<file path="src/rtl/fcs_pkg.sv">
// Shared constants, queue entry type and widths for the Fletcher-32 checksum block.
`default_nettype none

package fcs_pkg;

  localparam int BYTES_PER_ITEM = 8;
  localparam int DATA_BYTES     = 8;
  localparam logic [15:0] FL_MOD = 16'hFFFF;

  localparam int KW   = $clog2(BYTES_PER_ITEM + 1);
  localparam int S1_W = $clog2(DATA_BYTES * 255 + 1);
  localparam int T_W  = $clog2(255 * DATA_BYTES * (DATA_BYTES - 1) / 2 + 1);
  localparam int W_W  = KW + S1_W;
  localparam int HW   = KW + 18;

  localparam int QDEPTH = 2;
  localparam int QPTR_W = (QDEPTH > 1) ? $clog2(QDEPTH) : 1;
  localparam int QCNT_W = $clog2(QDEPTH + 1);

  typedef struct packed {
    logic            start_run;
    logic [15:0]     seed_low;
    logic [15:0]     seed_high;
    logic [KW-1:0]   k;
    logic [S1_W-1:0] s1;
    logic [W_W-1:0]  w;
    logic            last_item;
  } fcs_entry_t;

endpackage

`default_nettype wire

</file>
<file path="src/rtl/fcs_front.sv">
// Front end: clamps the byte count and reduces one word to its byte sum and weighted sum.
`default_nettype none

module fcs_front
  import fcs_pkg::*;
(
  input  wire logic        start_run,
  input  wire logic [15:0] seed_low,
  input  wire logic [15:0] seed_high,
  input  wire logic [63:0] data_bytes,
  input  wire logic [3:0]  byte_count,
  input  wire logic        last_item,
  output fcs_entry_t       entry
);

  logic [KW-1:0]   k;
  logic [S1_W-1:0] s1;
  logic [T_W-1:0]  t;
  logic [7:0]      b;

  always_comb begin
    if (int'(byte_count) > BYTES_PER_ITEM) begin
      k = KW'(BYTES_PER_ITEM);
    end else begin
      k = KW'(byte_count);
    end
    s1 = '0;
    t  = '0;
    for (int i = 0; i < DATA_BYTES; i++) begin
      b = (i < int'(k)) ? data_bytes[8*i +: 8] : 8'd0;
      s1 = s1 + S1_W'(b);
      t  = t + T_W'(b) * T_W'(i);
    end
  end

  // weighted sum of (k - i) * b_i, written as k * S1 - sum of i * b_i
  always_comb begin
    entry.start_run = start_run;
    entry.seed_low  = seed_low;
    entry.seed_high = seed_high;
    entry.k         = k;
    entry.s1        = s1;
    entry.w         = W_W'(k) * W_W'(s1) - W_W'(t);
    entry.last_item = last_item;
  end

endmodule

`default_nettype wire

</file>
<file path="src/rtl/fcs_queue.sv">
// Short register queue between the front and back ends.
`default_nettype none

module fcs_queue
  import fcs_pkg::*;
(
  input  wire logic        clk,
  input  wire logic        rst,
  input  wire logic        push,
  input  wire fcs_entry_t  wr_entry,
  input  wire logic        pop,
  output logic             full,
  output logic             not_empty,
  output fcs_entry_t       head
);

  fcs_entry_t          slots [QDEPTH];
  logic [QPTR_W-1:0]   wr_ptr;
  logic [QPTR_W-1:0]   rd_ptr;
  logic [QCNT_W-1:0]   count;
  logic [QCNT_W-1:0]   count_next;

  function automatic logic [QPTR_W-1:0] ptr_inc(input logic [QPTR_W-1:0] p);
    return (p == QPTR_W'(QDEPTH - 1)) ? '0 : p + QPTR_W'(1);
  endfunction

  assign full      = (count == QCNT_W'(QDEPTH));
  assign not_empty = (count != '0);
  assign head      = slots[rd_ptr];

  always_comb begin
    count_next = count;
    if (push && !pop) begin
      count_next = count + QCNT_W'(1);
    end else if (pop && !push) begin
      count_next = count - QCNT_W'(1);
    end
  end

  always_ff @(posedge clk) begin
    if (rst) begin
      wr_ptr <= '0;
      rd_ptr <= '0;
      count  <= '0;
    end else begin
      if (push) begin
        wr_ptr <= ptr_inc(wr_ptr);
      end
      if (pop) begin
        rd_ptr <= ptr_inc(rd_ptr);
      end
      count <= count_next;
    end
  end

  always_ff @(posedge clk) begin
    if (push) begin
      slots[wr_ptr] <= wr_entry;
    end
  end

endmodule

`default_nettype wire

</file>
<file path="src/rtl/fcs_back.sv">
// Back end: running sums with end-around reduction and the result register.
`default_nettype none

module fcs_back
  import fcs_pkg::*;
(
  input  wire logic        clk,
  input  wire logic        rst,
  input  wire logic        q_valid,
  input  wire fcs_entry_t  q_head,
  output logic             q_pop,
  output logic             out_valid,
  input  wire logic        out_stall,
  output logic [15:0]      sum_low,
  output logic [15:0]      sum_high
);

  logic [15:0]  low_sum;
  logic [15:0]  high_sum;
  logic [15:0]  base_low;
  logic [15:0]  base_high;
  logic [16:0]  low_raw;
  logic [HW-1:0] high_raw;
  logic [16:0]  low_fold;
  logic [16:0]  high_fold;
  logic [15:0]  low_next;
  logic [15:0]  high_next;

  assign q_pop = q_valid && (!q_head.last_item || !out_valid || !out_stall);

  assign base_low  = q_head.start_run ? q_head.seed_low  : low_sum;
  assign base_high = q_head.start_run ? q_head.seed_high : high_sum;

  // 2^16 is 1 mod 65535: fold the upper bits back in, then one subtract
  always_comb begin
    low_raw   = 17'(base_low) + 17'(q_head.s1);
    high_raw  = HW'(base_high) + HW'(q_head.k) * HW'(base_low) + HW'(q_head.w);
    low_fold  = 17'(low_raw[15:0]) + 17'(low_raw[16]);
    high_fold = 17'(high_raw[15:0]) + 17'(high_raw[HW-1:16]);
    low_next  = (low_fold >= 17'(FL_MOD)) ? 16'(low_fold - 17'(FL_MOD)) : low_fold[15:0];
    high_next = (high_fold >= 17'(FL_MOD)) ? 16'(high_fold - 17'(FL_MOD))
                                          : high_fold[15:0];
    if (q_head.k == '0) begin
      low_next  = base_low;
      high_next = base_high;
    end
  end

  always_ff @(posedge clk) begin
    if (rst) begin
      low_sum   <= '0;
      high_sum  <= '0;
      out_valid <= 1'b0;
    end else begin
      if (q_pop) begin
        low_sum  <= low_next;
        high_sum <= high_next;
      end
      if (q_pop && q_head.last_item) begin
        out_valid <= 1'b1;
      end else if (!out_stall) begin
        out_valid <= 1'b0;
      end
    end
  end

  always_ff @(posedge clk) begin
    if (q_pop && q_head.last_item) begin
      sum_low  <= low_next;
      sum_high <= high_next;
    end
  end

endmodule

`default_nettype wire

</file>
<file path="src/rtl/fletcher32_byte_checksum.sv">
// Top level of the byte-wise Fletcher-32 checksum engine.
//
// Takes one word of up to eight bytes per clock, sustained unless out_stall holds
// back a result, and returns both 16-bit sums via the queue slot and the result
// register once a word marked last_item is accepted. The back end folds a whole
// word into the running sums (a small k-by-16 product, adds and an end-around
// reduction modulo 65535). start_run loads the seeds before the word's bytes; a
// word with no bytes leaves the sums unreduced: the seeds on start_run, else
// untouched. A two-entry queue splits byte reduction from the sum update, and in_stall rises only when it is full.
`default_nettype none

module fletcher32_byte_checksum
  import fcs_pkg::*;
(
  input  wire logic        clk,
  input  wire logic        rst,
  input  wire logic        in_valid,
  output logic             in_stall,
  input  wire logic        start_run,
  input  wire logic [15:0] seed_low,
  input  wire logic [15:0] seed_high,
  input  wire logic [63:0] data_bytes,
  input  wire logic [3:0]  byte_count,
  input  wire logic        last_item,
  output logic             out_valid,
  input  wire logic        out_stall,
  output logic [15:0]      sum_low,
  output logic [15:0]      sum_high
);

  fcs_entry_t front_entry;
  fcs_entry_t q_head;
  logic       q_full;
  logic       q_valid;
  logic       q_pop;

  assign in_stall = q_full;

  fcs_front u_front (
    .start_run  (start_run),
    .seed_low   (seed_low),
    .seed_high  (seed_high),
    .data_bytes (data_bytes),
    .byte_count (byte_count),
    .last_item  (last_item),
    .entry      (front_entry)
  );

  fcs_queue u_queue (
    .clk       (clk),
    .rst       (rst),
    .push      (in_valid && !q_full),
    .wr_entry  (front_entry),
    .pop       (q_pop),
    .full      (q_full),
    .not_empty (q_valid),
    .head      (q_head)
  );

  fcs_back u_back (
    .clk       (clk),
    .rst       (rst),
    .q_valid   (q_valid),
    .q_head    (q_head),
    .q_pop     (q_pop),
    .out_valid (out_valid),
    .out_stall (out_stall),
    .sum_low   (sum_low),
    .sum_high  (sum_high)
  );

endmodule

`default_nettype wire

</file>
<file path="config.mk">
export PLATFORM = sky130hd
export DESIGN_NAME = fletcher32_byte_checksum
export DESIGN_NICKNAME = d
export VERILOG_FILES = /design/src/rtl/fcs_pkg.sv /design/src/rtl/fcs_front.sv /design/src/rtl/fcs_queue.sv /design/src/rtl/fcs_back.sv /design/src/rtl/fletcher32_byte_checksum.sv
export SDC_FILE = /design/constraint.sdc
export NUM_CORES = 1
export LEC_CHECK = 0
export ABC_CLOCK_PERIOD_IN_PS = 11800
export BUFFER_PORTS_ARGS = -buffer_cell sky130_fd_sc_hd__buf_2
export CAP_MARGIN = 30
export CORE_MARGIN = 10
export CORE_UTILIZATION = 63
export CTS_CLUSTER_DIAMETER = 150
export DETAILED_ROUTE_END_ITERATION = 16
export PLACE_DENSITY = 0.82
export SYNTH_ARGS = -nofsm -noshare
export SYNTH_HDL_FRONTEND = slang
export SYNTH_SLANG_ARGS = --single-unit
export TNS_END_PERCENT = 5
</file>
<file path="constraint.sdc">
create_clock -name clk -period 11.8 [get_ports clk]
set_clock_uncertainty 0.05 [all_clocks]
set_input_delay 1.18 -clock clk [delete_from_list [all_inputs] [get_ports clk]]
set_output_delay 1.18 -clock clk [all_outputs]
set_load 0.03 [all_outputs]
</file>
Word level (Yosys, flattened, before mapping)
Memories as Yosys holds them, arrays and structs flattened. A register that Yosys moved wholly into a read port is not among the register bits. Cells that the tools add are included. W data, S select, Z words.

Add/subtract/negate cells: 25. $mul: 6. $lt $le $gt $ge: 11. Equality and inequality tests: 2. Mux-type cells: 25. Reduce and logical (&&, ||, !) cells: 16.

Operators by type and width (count): $mux W16 (6); $add A11 B8 Y11 (6); $mux W8 (8); $add A13 B11 Y13 (3); $ge A17 B16 Y1 const B (2); $sub A16 B16 Y16 const B (2); $add A13 B10 Y13 (2); $add A22 B15 Y22 (1); $mul A8 B3 Y11 const B (2); $add A16 B20 Y21 (1); $mul A4 B16 Y20 (1); $mul A8 B2 Y10 const B (2); $add A16 B1 Y17 (1); $add A16 B11 Y17 (1); $add A16 B6 Y17 (1); $lt A3 B4 Y1 const A (4); $mul A4 B11 Y15 (1); $sub A15 B13 Y15 (1); $add A8 B9 Y10 (1); $add A8 B8 Y9 (1); $lt A1 B4 Y1 const A (2); $lt A2 B4 Y1 const A (2); $mux W1 (8); $logic_not A1 Y1 (6); other kinds (12) (20).

Flip-flop bits (word level): 69. Memory bits (writable): 128. Bits of input ports: 106. Memories: 1.

Memory list: u_queue.slots (depth 2, width 64, read ports 1, clocked after Yosys merged registers in 1, wr ports 1, RTL line fcs_queue.sv:17) `fcs_entry_t slots [QDEPTH];`.

Logic depth before layout (Yosys ltp)
Depth in word-level cells: 13. Depth in mapped cells: 43. Depth with buffers taken out: 40.

Cells and area by module
A second synthesis with hierarchy kept.

Cells, all modules: 1947. Area total of the unflattened synthesis: 19667.6 um^2.

Modules (own cells, without submodules): fcs_back (times used 1, cells each 957, area an instance 8224.1 um^2, sequential area each 1621.6 um^2); fcs_front (times used 1, cells each 768, area an instance 6580.1 um^2, sequential area each 0.0 um^2); fcs_queue (times used 1, cells each 221, area an instance 4849.7 um^2, sequential area each 3943.8 um^2); fletcher32_byte_checksum (times used 1, cells each 1, area an instance 13.8 um^2, sequential area each 0.0 um^2).

Worst setup path before layout
No wires, ideal clock.

Path kind: input -> register. Start: input byte_count[3]. End: memory u_queue.slots[0][15] (netlist name), data pin. Library setup time: 184 ps. Arrival: 10010 ps. Required time: 11566 ps. Setup slack: 1556 ps. Stages: 39. Path buffers: 2. Cells stage by stage: clkbuf_1 or2_2 clkbuf_1 nor2_1 nor2b_1 ha_1 inv_1 fa_1 inv_1 a21oi_1 o21ai_0 xor2_1 fa_1 fa_1 inv_1 fa_1 inv_1 fa_1 [... 3 more ...] ha_1 a21oi_1 nor2b_1 o21a_1 o21ai_0 nand2b_1 a21oi_1 xnor2_1 fa_1 fa_1 inv_1 fa_1 inv_1 ha_1 or3_1 o211ai_1 nor2_1 a211oi_1.

RTL lines: from (decl) (RTL line fletcher32_byte_checksum.sv:23) `input wire logic [3:0] byte_count,`; to (decl) (RTL line fcs_queue.sv:17).

==> impl_results.md <==
* Outcome: complete, no violations
* EDFF count, synth at 160
* Fin Setup TNS at 0 ns
* Synth-to-layout area growth at 9.06%
* Final Cycle Share at between 90 and 100%
* Cell count of the worst reg-to-reg path at 35
* Critical path type: register to register
* Final WL at between 40,000 and 50,000 um
* Number of global-route vias before repair at around 16,000
* Minimum clock period at ~11 ns
* RR Endpoint: u_back.sum_high[6]
* Clk Latency, worst-skew pair at 0.45 ns
* Yosys top cell area share at around a quarter
* CORE AREA at 0.0307 sq mm
* Synth Flop Type: edfxtp_1
* Placer Congestion at 0.945
* Slowest stage delay, CP at 0.76 ns
* Hold Path Class: register to register
* Initial antenna violation count at 0
* Net Count, Synth at 2,495
* First-pass GRT wire length at about 82,000 um
* Die extent in y at roughly 200 um
* Clock transition at path regs at about 0.080 ns
* Layout fillers at roughly 2,300
* #FFs+latches synth at slightly below 200
* Post-CTS Setup Inserts at 0
* Clock sinks at between 150 and 200
* Multi-input gate area at approximately 0.013 sq mm
* I/O pin total at 140
* Initial core utilization at ~64%
* GRT Overall Usage at between 20% and 30%
* Fmax at ~94 MHz
* Root Buffer: clkbuf_16
* Dpl hpwl at 40,200 um
* ANT cells at 0
* Endpoint class of the critical path: register
* Seq/Total Area, Yosys at 28.3%
* Row count at 64
* Critical Path Start Type: register
* Cell Area, Synth at ~0.02 sq mm
* Die W at 197 um
* Drt pass-1 iters at 8
* Final routed DRC violation total at 0
* Cts hold-fix bufs at 0
* Avg WL per Cell at slightly below 20 um
* Cts bufs inserted at 17
* PostCTS Resize Cnt at 0
* Setup Viol. Count Final at 0
* Crit path required time at 11.92 ns
* Share of cells above drive strength 1 at 11.8%
* Clk buf depth at 2
* Synth Area per Inst at 9.59 sq um
* Sequential Area at roughly 0.0056 sq mm
* Grt total ovfl at 0
* Critical-path top delay cell: dfxtp_4
* Worst-Margin Slew at 0.918 ns
* PortBufs at about 140
* Asr flop ratio synth at 0%
* Vias at between 15,000 and 20,000
* Max-slew violation count at 0
* Pin count of the biggest net entering global routing at between 60 and 70
* CP max FO at 36
* H-tree depth at 4
* CP Data Arrival Time at about 11 ns
* Die ar. at 0.0387 sq mm
* TritonCTS clock tree: done
* RSZ-0062 raised after global routing: false
* Yosys warning total at 0
* R2r setup slk at about 1.1 ns
* Cell taking the most area after synthesis: edfxtp_1
* Ranking of synthesized cells by area: edfxtp_1 (24%), fa_1 (18%), ha_1 (10%)
* Final #Nets at roughly 2,600
* Worst Setup EP: u_back.sum_high[6]
* Worst relative slew slack at 38.8%
* Starting DRC count in detailed routing at 1,377
* Count of cell types in the netlist at 84
* Synthesized instance count at between 2,000 and 2,500
* Fin. Hold Viols at 0
* DRT antenna net count at 0
* Post-DR vias/cell at 5.97
* Max-cap violations at 0
## synthesized netlist by cell type, drive strengths merged (21+ instances only)
| cell type | n |
|---|---|
| a21o | 32 |
| a21oi | 118 |
| and2 | 39 |
| clkbuf | 38 |
| dfxtp | 38 |
| edfxtp | 160 |
| fa | 180 |
| ha | 158 |
| inv | 343 |
| mux2 | 30 |
| mux2i | 39 |
| nand2 | 138 |
| nand3 | 30 |
| nor2 | 185 |
| nor2b | 27 |
| nor3 | 36 |
| o21a | 28 |
| o21ai | 76 |
| o21bai | 21 |
| xnor2 | 81 |
| xor2 | 31 |
## sequential cells by signal, indices dropped and copies added (netlist names), named ones only
register,count
u_queue.slots,128
u_back.high_sum,16
u_back.low_sum,16
u_back.sum_high,16
u_back.sum_low,16
u_queue.count,2
u_back.out_valid,1
u_queue.rd_ptr,1
u_queue.wr_ptr,1
## metal layers
layer	share of wire, %	track usage [%]	up-vias
met1	42	34.3	7566
li1	-	-	7194
met2	49	44.2	630
met4	2.2	7.02	0
met3	6.0	3.11	96
met5	0	0	-
## placed cells by master (no fill, tap or decap), types with 7 or more instances in the layout
master and instances:
nand2_1 138, and3_1 16, nand3_1 30, a211o_1 10
fa_1 180, buf_4 22, and2_1 39, nor3_1 33
or2_2 9, buf_2 139, xor2_1 31, ha_1 158
inv_1 343, a211oi_1 14, mux2i_1 38, o211ai_1 15
o21ai_0 70, dfxtp_1 37, o21bai_1 21, a21o_1 32
o21a_1 28, a21oi_1 117, a22o_1 7, nor2_1 183
clkbuf_16 17, nand4_1 11, nor2b_1 27, xnor2_1 80
a31oi_1 9, nand2b_1 14, edfxtp_1 160, or3_1 12
mux2_2 30
## how the worst min path moves through the flow
stage                        start             endpoint  cells after the start
6_report        u_back.high_sum[9]   u_back.high_sum[9]                      2
5_1_grt        u_back.high_sum[11]  u_back.high_sum[11]                      2
4_1_cts         u_back.high_sum[4]   u_back.high_sum[4]                      2
3_5_place_dp    u_back.high_sum[4]   u_back.high_sum[4]                      2
3_3_place_gp     u_back.low_sum[9]    u_back.low_sum[9]                      2
2_1_floorplan   u_back.high_sum[3]   u_back.high_sum[3]                      2
## logic make-up (layout without fill, tap and decap cells)
group	after synthesis	after routing	synth area share, %
DFF	198	198	28.3
AOI/OAI and AO/OA	392	392	13.6
muxes	69	69	3.77
and+or+nand+nor	548	548	13.3
adders and majority gates	338	338	28.4
xor gates and xnor gates	112	112	5.03
buffers and inverters	394	539	7.55
## worst max-delay path, delay by kind of cell (launching register included)
| family | cells | cell delay (ns) |
|---|---|---|
| multiplexers | 1 | 0.69 |
| flip-flops | 1 | 0.76 |
| XOR/XNOR | 2 | 0.40 |
| adder cells (fa/ha/maj) | 7 | 3.00 |
| AND/OR/NAND/NOR | 7 | 0.91 |
| buffers and inverters | 2 | 0.11 |
| AO/OA/AOI/OAI | 16 | 4.44 |
## metrics by stage
| step | instance area [sq um] | util [%] | setup slack (ns) | instances | hold WS (ns) |
|---|---|---|---|---|---|
| floorplan | 19700 | - | 1.56 | 2051 | 0.404 |
| global placement | 20900 | 68.0 | 1.33 | 2559 | 0.427 |
| detailed placement | 20900 | 68.0 | 1.05 | 2559 | 0.430 |
| CTS | 21400 | 69.8 | 1.29 | 2591 | 0.448 |
| global route | 21400 | 69.9 | 0.582 | 2592 | 0.472 |
| finish | 21400 | 69.9 | 1.13 | 2592 | 0.450 |
## area by class of cell
class / count / area share (%)
clock buffer: 19 / 2.02
inverter: 345 / 6.04
multi-input combinational: 1459 / 58.9
tap: 396 / 2.31
sequential: 198 / 26.0
clock inverter: 13 / 0.636
timing repair buffer: 162 / 4.11
Power is left out: the tool's default activity adds up to more than one toggle a clock period on the data nets, which glitch-free logic cannot reach.
